===== src/rtl/square_matrix_rotate_flip_defines.svh =====
// Assertion macros shared by the matrix rotate/flip block.
`ifndef SQUARE_MATRIX_ROTATE_FLIP_DEFINES_SVH
`define SQUARE_MATRIX_ROTATE_FLIP_DEFINES_SVH

`ifndef NO_ASSERTIONS

// Same-cycle implication, sampled on clk, disabled during reset.
`define SMRF_ASSERT_IMP(label, ante, cons) \
  label: assert property (@(posedge clk) disable iff (!rst_n) (ante) |-> (cons)) \
    else $error("assertion failed: same-cycle implication");

// Next-cycle implication, sampled on clk, disabled during reset.
`define SMRF_ASSERT_NEXT(label, ante, cons) \
  label: assert property (@(posedge clk) disable iff (!rst_n) (ante) |=> (cons)) \
    else $error("assertion failed: next-cycle implication");

`else

`define SMRF_ASSERT_IMP(label, ante, cons)
`define SMRF_ASSERT_NEXT(label, ante, cons)

`endif

`endif


===== src/rtl/smrf_pkg.sv =====
// Shared constants, types and helper functions of the matrix rotate/flip block.
package smrf_pkg;

  localparam int MAX_SIDE   = 64;
  localparam int SIDE_W     = $clog2(MAX_SIDE);
  localparam int N_W        = $clog2(MAX_SIDE + 1);
  localparam int DEPTH      = MAX_SIDE * MAX_SIDE;
  localparam int ADDR_W     = $clog2(DEPTH);
  localparam int POS_W      = $clog2(DEPTH + 1);
  localparam int DIV_CNT_W  = $clog2(POS_W);
  localparam int CFG_W      = 7;
  localparam int ELEM_W     = 8;
  localparam int LETTER_W   = 8;
  localparam int OP_W       = 2;
  localparam int SIDE_RESET = 64;
  localparam int RST_N      = (SIDE_RESET > MAX_SIDE) ? MAX_SIDE :
                              ((SIDE_RESET == 0) ? 1 : SIDE_RESET);

  localparam logic [OP_W-1:0] OP_LOAD   = OP_W'(0);
  localparam logic [OP_W-1:0] OP_LETTER = OP_W'(1);
  localparam logic [OP_W-1:0] OP_READ   = OP_W'(2);

  localparam logic [LETTER_W-1:0] LT_T = 8'h54;
  localparam logic [LETTER_W-1:0] LT_D = 8'h44;
  localparam logic [LETTER_W-1:0] LT_H = 8'h48;
  localparam logic [LETTER_W-1:0] LT_V = 8'h56;
  localparam logic [LETTER_W-1:0] LT_A = 8'h41;
  localparam logic [LETTER_W-1:0] LT_Z = 8'h5A;
  localparam logic [LETTER_W-1:0] LT_B = 8'h42;
  localparam logic [LETTER_W-1:0] LT_Y = 8'h59;
  localparam logic [LETTER_W-1:0] LT_C = 8'h43;
  localparam logic [LETTER_W-1:0] LT_X = 8'h58;

  // Dihedral index map.
  typedef struct packed {
    logic swap;
    logic flip_rows;
    logic flip_cols;
  } map_t;

  // Status of the position divider.
  typedef struct packed {
    logic             done;
    logic [POS_W-1:0] quo;
    logic [N_W-1:0]   rem;
  } div_res_t;

  // Clamp the programmed side length into 1..MAX_SIDE.
  function automatic logic [N_W-1:0] eff_side(input logic [CFG_W-1:0] v);
    logic [31:0] w;
    w = 32'(v);
    if (w == 32'd0) return N_W'(1);
    if (w > 32'(MAX_SIDE)) return N_W'(MAX_SIDE);
    return N_W'(w);
  endfunction

  // Fold one operation letter into the map.
  function automatic map_t apply_letter(input map_t m, input logic [LETTER_W-1:0] ch);
    map_t x;
    map_t r;
    x.swap      = !m.swap;
    x.flip_rows = m.flip_cols;
    x.flip_cols = m.flip_rows;
    r = m;
    unique case (ch)
      LT_T:       r = x;
      LT_D:       r = '{swap: x.swap, flip_rows: !x.flip_rows, flip_cols: !x.flip_cols};
      LT_H:       r = '{swap: m.swap, flip_rows: m.flip_rows, flip_cols: !m.flip_cols};
      LT_V:       r = '{swap: m.swap, flip_rows: !m.flip_rows, flip_cols: m.flip_cols};
      LT_A, LT_Z: r = '{swap: x.swap, flip_rows: x.flip_rows, flip_cols: !x.flip_cols};
      LT_B, LT_Y: r = '{swap: m.swap, flip_rows: !m.flip_rows, flip_cols: !m.flip_cols};
      LT_C, LT_X: r = '{swap: x.swap, flip_rows: !x.flip_rows, flip_cols: x.flip_cols};
      default:    r = m;
    endcase
    return r;
  endfunction

endpackage


===== src/rtl/smrf_div.sv =====
// Restoring divider that splits a linear read position into row and column.
module smrf_div (
  input  logic                        clk,
  input  logic                        rst_n,
  input  logic                        start,
  input  logic [smrf_pkg::POS_W-1:0]  dividend,
  input  logic [smrf_pkg::N_W-1:0]    divisor,
  output smrf_pkg::div_res_t          res
);

  logic                            busy_r;
  logic                            done_r;
  logic [smrf_pkg::DIV_CNT_W-1:0]  cnt_r;
  logic [smrf_pkg::POS_W-1:0]      dvd_r;
  logic [smrf_pkg::N_W-1:0]        rem_r;
  logic [smrf_pkg::N_W-1:0]        dvs_r;
  logic [smrf_pkg::N_W:0]          shifted;
  logic [smrf_pkg::N_W:0]          diff;
  logic                            fits;

  // One quotient bit per cycle, most significant first.
  assign shifted = {rem_r, dvd_r[smrf_pkg::POS_W-1]};
  assign fits    = shifted >= {1'b0, dvs_r};
  assign diff    = shifted - {1'b0, dvs_r};

  always_ff @(posedge clk) begin
    if (!rst_n) begin
      busy_r <= 1'b0;
      done_r <= 1'b0;
      cnt_r  <= '0;
    end else begin
      done_r <= 1'b0;
      if (start) begin
        busy_r <= 1'b1;
        cnt_r  <= '0;
        dvd_r  <= dividend;
        rem_r  <= '0;
        dvs_r  <= divisor;
      end else if (busy_r) begin
        dvd_r <= {dvd_r[smrf_pkg::POS_W-2:0], fits};
        rem_r <= fits ? diff[smrf_pkg::N_W-1:0] : shifted[smrf_pkg::N_W-1:0];
        cnt_r <= cnt_r + smrf_pkg::DIV_CNT_W'(1);
        if (cnt_r == smrf_pkg::DIV_CNT_W'(smrf_pkg::POS_W - 1)) begin
          busy_r <= 1'b0;
          done_r <= 1'b1;
        end
      end
    end
  end

  assign res.done = done_r;
  assign res.quo  = dvd_r;
  assign res.rem  = rem_r;

endmodule


===== config.mk =====
export PLATFORM = sky130hd
export DESIGN_NAME = smrf_div
export DESIGN_NICKNAME = d
export VERILOG_FILES = /design/src/rtl/square_matrix_rotate_flip_defines.svh /design/src/rtl/smrf_pkg.sv /design/src/rtl/smrf_div.sv
export SDC_FILE = /design/constraint.sdc
export NUM_CORES = 1
export LEC_CHECK = 0
export BUFFER_PORTS_ARGS = -buffer_cell sky130_fd_sc_hd__buf_4
export CAP_MARGIN = 20
export CORE_MARGIN = 2
export CORE_UTILIZATION = 40
export DETAILED_ROUTE_END_ITERATION = 16
export GPL_ROUTABILITY_DRIVEN = 0
export SLEW_MARGIN = 0
export SYNTH_ARGS = -nofsm -noshare
export SYNTH_HDL_FRONTEND = slang
export SYNTH_SLANG_ARGS = --single-unit
export TNS_END_PERCENT = 20

===== constraint.sdc =====
create_clock -name clk -period 5.96 [get_ports clk]
set_clock_uncertainty 0.1 [all_clocks]
set_input_delay 0.894 -clock clk [delete_from_list [all_inputs] [get_ports clk]]
set_output_delay 0.894 -clock clk [all_outputs]
set_load 0.01 [all_outputs]

Word level (Yosys, flattened, before mapping)
Index checks and enable logic that the tools add are counted.
Cells by class
  div/mod/pow operators: 0
  multipliers: 0
  multiplexer cells: 8
  $add $sub $neg: 2
  shifts and indexed selects: 0
  reductions and logical operators: 5
  bitwise operators: 2
  eq/ne operators: 1
  order comparisons: 1
Operators with widths (count)
  $mux 13: 2
  $mux 7: 2
  $ge 8x7->1: 1
  $sub 7x7->7: 1
  $add 4x1->4 const B: 1
  $eq 4x4->1 const B: 1
  $mux 1: 4
  $reduce_and 2->1: 2
  $reduce_or 3->1: 1
  $not 1->1: 2
  $reduce_bool 2->1: 1
  $reduce_or 2->1: 1
Storage, ports and cells
  bits in writable memories: 0
  register bits: 33
  bits in latches: 0
  memories kept: 0
  output and inout bits: 21
  input bits: 23
  memory bits (read-only): 0

Depth between registers and ports, before layout
Gate-level depths: netlist of run 1.
  depth after elaboration: 4
  gate-level depth with buffers: 8
  mapped depth without buffers: 8

Worst setup path before layout of run 1
No wires, ideal clock.
  kind: reg2reg
  from: reg dvd_r[12] (netlist name)
  to: reg rem_r[6] (netlist name), data pin
  arrival: 1933 ps
  stages on the path, launching flop included: 9
  setup time: 254 ps
  path slack: 3673 ps
  period minus slack after synthesis: 2287 ps
  cells stage by stage: edfxtp_1 -> inv_1 -> ha_1 -> fa_1 -> nand2b_1 -> o2bb2ai_2 -> a31o_4 -> and3_1 -> o21ba_1
On the way
  longest elaborated chain between the ends: 3
RTL lines
  start, declared: line smrf_div.sv:14  | logic [smrf_pkg::POS_W-1:0] dvd_r;
  start signal, assigned: line smrf_div.sv:36  | dvd_r <= dividend;
  start signal, assigned: line smrf_div.sv:40  | dvd_r <= {dvd_r[smrf_pkg::POS_W-2:0], fits};
  $sub 7x7->7 or $ge 8x7->1 (tied branches): line smrf_div.sv:24, smrf_div.sv:23
  $mux 7 *: line smrf_div.sv:41  | rem_r <= fits ? diff[smrf_pkg::N_W-1:0] : shifted[smrf_pkg::N_W-1:0];
  $mux 7 *: line smrf_div.sv:39  | end else if (busy_r) begin
  end signal, assigned: line smrf_div.sv:41
  end, declared: line smrf_div.sv:15  | logic [smrf_pkg::N_W-1:0] rem_r;
Mark *: on every way between the ends. The rest lies on a longest branch, timed or not. The select of a mux whose other input is x is not followed.
A chain may end at the register's enable or synchronous reset.

Worst setup path in the final report of run 1
Same ends and word-level chain as after synthesis.

==> results.yml, run 1 <==
worst_setup_path:
  regToRegSetupSlack_ps: 3620
  r2r_start: "dvd_r[12]$_DFFE_PP_"
  r2r_cells: 8
  reg2reg_to: "rem_r[6]$_SDFFCE_PP0P_"
  crit_type: "reg2reg"
  cp_data_required_time_ps: 5900
  path_max_fanout: 7
  startpoint_type: "register"
  arrival_ps: 2280
  crit_path_end_kind: "register"
yosys:
  synth_adder_area_share: 0.0760
  netlist.area_leader.share: 0.465
  synth_area_leaders: "edfxtp_1 46%, mux2_2 8.4%, dfxtp_1 6.9%, ha_1 6.5%, inv_1 2.8%"
  synth.avg_cell_area_um2: 12.2
  synth_ff_type: "edfxtp_1"
  ys_types: 45
  synth_simple_gate_area_share: 0.101
  synth_edf_count: 27
  syn_nets: 176
  synth_area_leader_cell: "edfxtp_1"
  yosysSeqAreaShare: 0.533
  yosys_warnings: 0
  synth.area.mux_share: 0.101
  synthXorXnorAreaFrac: 0.0251
  synthArstFlopShare: 0
  synth_top_family_by_area: "compound AO/OA/AOI/OAI gates"
  synth_compound_area_frac: 0.115
  post_synth_instance_area_mm2: 0.00175
  synth_cells: 143
  ys_ff_latch: 33
clock_tree:
  clock-sinks: 33
  ctsResizeCount: 0
  cts_tree: "yes"
  postCtsSetupBuffers: 0
  clock_latency_ps: 280
  clockBufferDepth: 2
  root_buffer: "clkbuf_8"
  clk_pin_slew_ps: 70
  postCtsHoldBufs: 0
  cts_max_level: 2
  cts_buffers: 5
placement:
  io_buffers: 43
  dpl.hpwl_um: 2610
  dp_cells: 233
  dpl_worst_slack_ps: 3570
route:
  totalWireLength_um: 3450
  drt-initial-drc-count: 63
  routedWlPerCell_um: 14.3
  drc_errors: 0
  dr_total_vias: 1230
  antenna_left: 0
  first_pass_iters: 4
  avgViaCountPerCell: 5.10
sta:
  setup_tns_ps: 0
  rsz0062_at_grt: "no"
  hold_viol_final: 0
  setup_viol: 0
  fin_ws_ps: 3620
  period_minus_slack_ps: 2340
  clock.fmax_ghz: 0.428
  max-slew-margin-rel: 0.403
  slew_violations: 0
  worstMarginPinSlew_ps: 896
  finalCritPeriodShare: 0.392
global_routing:
  grt_max_degree: 25
  antenna_found_initial: 0
  grt_overflow: 0
  grt.total_usage: 0.144
  grt_pass1_vias: 1223
  grt_pass1_wl_um: 5580
die:
  ios: 44
  die_y_um: 70.1
  dieArea_mm2: 0.00491
  rows: 24
  die_w_um: 70.1
  core_mm2: 0.00426
  initial_core_util: 0.409
worst_hold_path:
  worstHoldPathCells: 2
  min_to: "cnt_r[3]$_SDFFE_PP0P_"
  holdCritStartpoint: "cnt_r[3]$_SDFFE_PP0P_"
  hold_path.class: "reg2reg"
job:
  max-cap-violations: 0
cells_and_area:
  diodes: 0
  final_util: 0.513
  final_common_cell: "buf_4"
  final_cell_mix: "43 x buf_4, 27 x edfxtp_1, 13 x inv_1, 13 x mux2_2, 9 x ha_1"
  layout.nets: 221
  final_cells: 241
  drive_gt1_frac: 0.376
  fillCellCount: 392
  syn_to_final_growth_pct: 25.4
outcome:
  outcome: "finished clean"
pwr:
  power.leakage_uw: 0.000902
  finalPower_uw: 576
  power.density_mw_per_mm2: 263
  ir_worst_vdd_mv: 0.163
==> report_power, final <==
group	internal, uW	leakage, uW	switching (uW)	total, uW
registers	270	0.000307	9.70	279
logic	64.4	0.000552	66.0	130
clock network	80.6	0.0000439	85.4	166
==> critical path, cell delays in order (launching register included) <==
cell       delay [ps]
edfxtp_1          390
inv_1              60
ha_1              220
fa_1              390
nand2b_1          170
o2bb2ai_2         170
a31o_4            270
and3_1            170
o21ba_1           170
==> cells by family (layout without fill, tap and decap cells) <==
family	after synthesis	in the layout
AOI/OAI and AO/OA	27	27
DFF	33	33
adders and majority gates	10	10
muxes	16	16
and+or+nand+nor	33	33
buffers and inverters	19	65
xor gates and xnor gates	5	5
==> layout make-up <==
cell class	instances	area (um^2)	share of cell area
clock inverters	3	17.5	0.00800
inverters	14	52.6	0.0240
multi-input cells	91	731	0.334
clock buffers	5	68.8	0.0314
flip-flops and latches	33	931	0.425
well taps	52	65.1	0.0297
repair buffers	43	323	0.148
==> through the flow <==
step                instance area [um^2]  hold slack [ps]
finish                              2190              418
global route                        2190              476
CTS                                 2190              425
detailed placement                  2100              407
global placement                    2100              391
floorplan                           1750              371
==> layer usage <==
metal  global-route usage  share of wire  vias up
met5                    0              0        -
met4               0.0385         0.0087        0
met3               0.0317          0.031        4
met2                0.255           0.53       20
met1                0.177           0.43      590
li1                     -              -      616
==> registers in the layout, summed over array words and instances (netlist names) <==
name and cells:
done_r 1, rem_r 7, dvs_r 7, cnt_r 4, dvd_r 13, busy_r 1
==> cell usage after synthesis (2+ instances only) <==
| library cell | n |
|---|---|
| nand2_1 | 3 |
| xor2_1 | 2 |
| a211oi_1 | 2 |
| nand3_1 | 4 |
| nand2b_1 | 2 |
| mux2_2 | 13 |
| mux2i_1 | 3 |
| nor3_1 | 5 |
| clkbuf_1 | 2 |
| ha_1 | 9 |
| edfxtp_1 | 27 |
| nand4_1 | 2 |
| and3_1 | 2 |
| dfxtp_1 | 6 |
| o21ai_0 | 2 |
| a21oi_1 | 6 |
| o21ai_1 | 3 |
| xnor2_1 | 3 |
| nor2_1 | 7 |
| inv_1 | 13 |
| o21a_1 | 3 |
==> worst max path at each step <==
stage / start / to / slack, ps
finish: dvd_r[12]$_DFFE_PP_ / rem_r[6]$_SDFFCE_PP0P_ / 3620
global route: dvd_r[12]$_DFFE_PP_ / rem_r[0]$_SDFFCE_PP0P_ / 3520
floorplan: dvd_r[12]$_DFFE_PP_ / rem_r[6]$_SDFFCE_PP0P_ / 3670
global placement: start / dvd_r[3]$_DFFE_PP_ / 3610
CTS: dvd_r[12]$_DFFE_PP_ / rem_r[6]$_SDFFCE_PP0P_ / 3630
detailed placement: start / rem_r[6]$_SDFFCE_PP0P_ / 3570
No activity file was read; power rests on OpenSTA's default activity.
==> run 2: changes to the inputs <==
--- a/config.mk
+++ b/config.mk
@@ -11,6 +11,7 @@
 export CORE_UTILIZATION = 40
 export DETAILED_ROUTE_END_ITERATION = 16
 export GPL_ROUTABILITY_DRIVEN = 0
+export PLACE_DENSITY = 0.65
 export SLEW_MARGIN = 0
 export SYNTH_ARGS = -nofsm -noshare
 export SYNTH_HDL_FRONTEND = slang
==> constraint.sdc (replaced) <==
create_clock -name clk -period 1.9 [get_ports clk]
set_clock_uncertainty 0.1 [all_clocks]
set_input_delay 0.285 -clock clk [delete_from_list [all_inputs] [get_ports clk]]
set_output_delay 0.285 -clock clk [all_outputs]
set_load 0.01 [all_outputs]
==> results.yml, run 2 (synthesis results as in run 1) <==
global_routing:
  grtUsageMet1: 0.210
  met3_usage: 0.0418
  grt_max_degree: 17
  grt_pass1_vias: 1361
  antenna_found_initial: 0
  met2_usage: 0.273
  grt_overflow: 0
  top_usage_layer: "met2"
  grt.total_usage: 0.165
  grt_pass1_wl_um: 6400
clock_tree:
  postCtsSetupBuffers: 0
  root_buffer: "clkbuf_8"
  clk_pin_slew_ps: 60
  clock-sinks: 33
  cts_buffers: 5
  cts_max_level: 2
  cts_tree: "yes"
  clock_latency_ps: 280
  clockBufferDepth: 2
worst_hold_path:
  holdCritStartpoint: "divisor[6]"
  worstHoldPathCells: 1
  hold_path.class: "in2reg"
job:
  max-cap-violations: 0
worst_setup_path:
  arrival_ps: 2090
  r2r_cells: 7
  path_cells: "ha_2 -> fa_2 -> nand2b_4 -> o2bb2ai_4 -> a31o_4 -> and3_1 -> o21ba_1"
  slowest_stage: "edfxtp_1"
  regToRegSetupSlack_ps: -240
  cp_data_required_time_ps: 1840
  path_max_fanout: 3
  reg2reg_to: "rem_r[6]$_SDFFCE_PP0P_"
  crit_type: "reg2reg"
  crit_end: "rem_r[6]$_SDFFCE_PP0P_"
  crit_path_end_kind: "register"
  r2r_start: "dvs_r[0]$_DFFE_PP_"
  slowest_delay_ps: 370
  startpoint_type: "register"
  critical_path.startpoint: "dvs_r[0]$_DFFE_PP_"
outcome:
  outcome: "finished, violations left"
  violations: "setup timing"
pwr:
  power.leakage_uw: 0.00102
  ir_worst_vdd_mv: 0.410
  power.density_mw_per_mm2: 783
route:
  antenna_left: 0
  routedWlPerCell_um: 13.9
  totalWireLength_um: 3670
  first_pass_iters: 4
  dr_total_vias: 1313
  drc_errors: 0
  drt-initial-drc-count: 39
  avgViaCountPerCell: 4.99
die:
  rows: 24
  dieArea_mm2: 0.00491
  core_mm2: 0.00426
  initial_core_util: 0.409
  die_y_um: 70.1
  ios: 44
  die_w_um: 70.1
placement:
  io_buffers: 43
  dpl.hpwl_um: 2890
cells_and_area:
  final_util: 0.567
  largest_reg_flops: 13
  largestRegisters: "dvd_r (13), dvs_r (7), rem_r (7)"
  layout.nets: 244
  diodes: 0
  top_register: "dvd_r"
  fillCellCount: 360
  drive_gt1_frac: 0.455
  final_cell_mix: "64 x buf_4, 27 x edfxtp_1, 13 x inv_1"
  syn_to_final_growth_pct: 38.6
  final_common_cell: "buf_4"
sta:
  worstMarginPinSlew_ps: 527
  period_minus_slack_ps: 2140
  max-slew-margin-rel: 0.648
  fin_ws_ps: -244
  clock.fmax_ghz: 0.466
  finalCritPeriodShare: 1.13
  hold_viol_final: 0
  fin_hold_ws_ps: 77.5
  setup_viol: 8
  rsz0062_at_grt: "yes"
  slew_violations: 0
==> run 2: metal layers <==
metal,wire length [um],up-vias
met1,1640,614
met4,33,0
li1,-,664
met3,152,5
met5,0,-
met2,1840,30
==> run 2: worst min path at each step <==
stage / end / slack, ps
2_1_floorplan: dvs_r[0]$_DFFE_PP_ / 280
3_3_place_gp: dvs_r[1]$_DFFE_PP_ / 360
3_5_place_dp: dvs_r[6]$_DFFE_PP_ / 360
4_1_cts: dvs_r[6]$_DFFE_PP_ / 70
5_1_grt: dvs_r[0]$_DFFE_PP_ / 70
6_report: dvs_r[6]$_DFFE_PP_ / 80
==> run 2: metrics by stage <==
step | TNS [ps] | cells | total power, uW | cell area [um^2] | setup slack [ps]
2_1_floorplan | -1260 | 143 | 1180 | 1770 | -314
3_3_place_gp | -1360 | 256 | 1390 | 2310 | -210
3_5_place_dp | -1730 | 256 | 1410 | 2310 | -262
4_1_cts | -1730 | 263 | 1890 | 2390 | -256
5_1_grt | -2380 | 263 | 2010 | 2420 | -326
6_report | -1640 | 263 | 1900 | 2420 | -244
==> run 2: cell type report <==
class,instances,area (um^2),area share
Tap cell,52,65.1,0.0269
Clock inverter,1,3.75,0.00155
Sequential cell,33,931,0.385
Clock buffer,6,72.6,0.0300
Inverter,14,52.6,0.0217
Timing Repair Buffer,66,512,0.211
Multi-Input combinational cell,91,783,0.324
==> run 2: power by group <==
part	leakage (uW)	internal, uW	switching, uW
Clock	0.0000387	246	226
Sequential	0.000307	845	26.6
Combinational	0.000678	295	256
==> run 2: repair_timing <==
item / CTS / global route
resized for setup: 2 / 5
pin swaps: 0 / 2
endpoints found under the setup margin: 8 / 8
hold buffers: 0 / 0
endpoints found under the hold margin: 0 / 0
==> run 2: worst max-delay path, delay by kind of cell (launching register included) <==
kind / cells / cell delay [ps]
compound gates: 3 / 560
fa+ha+maj: 2 / 560
flops: 1 / 370
simple gates: 2 / 330
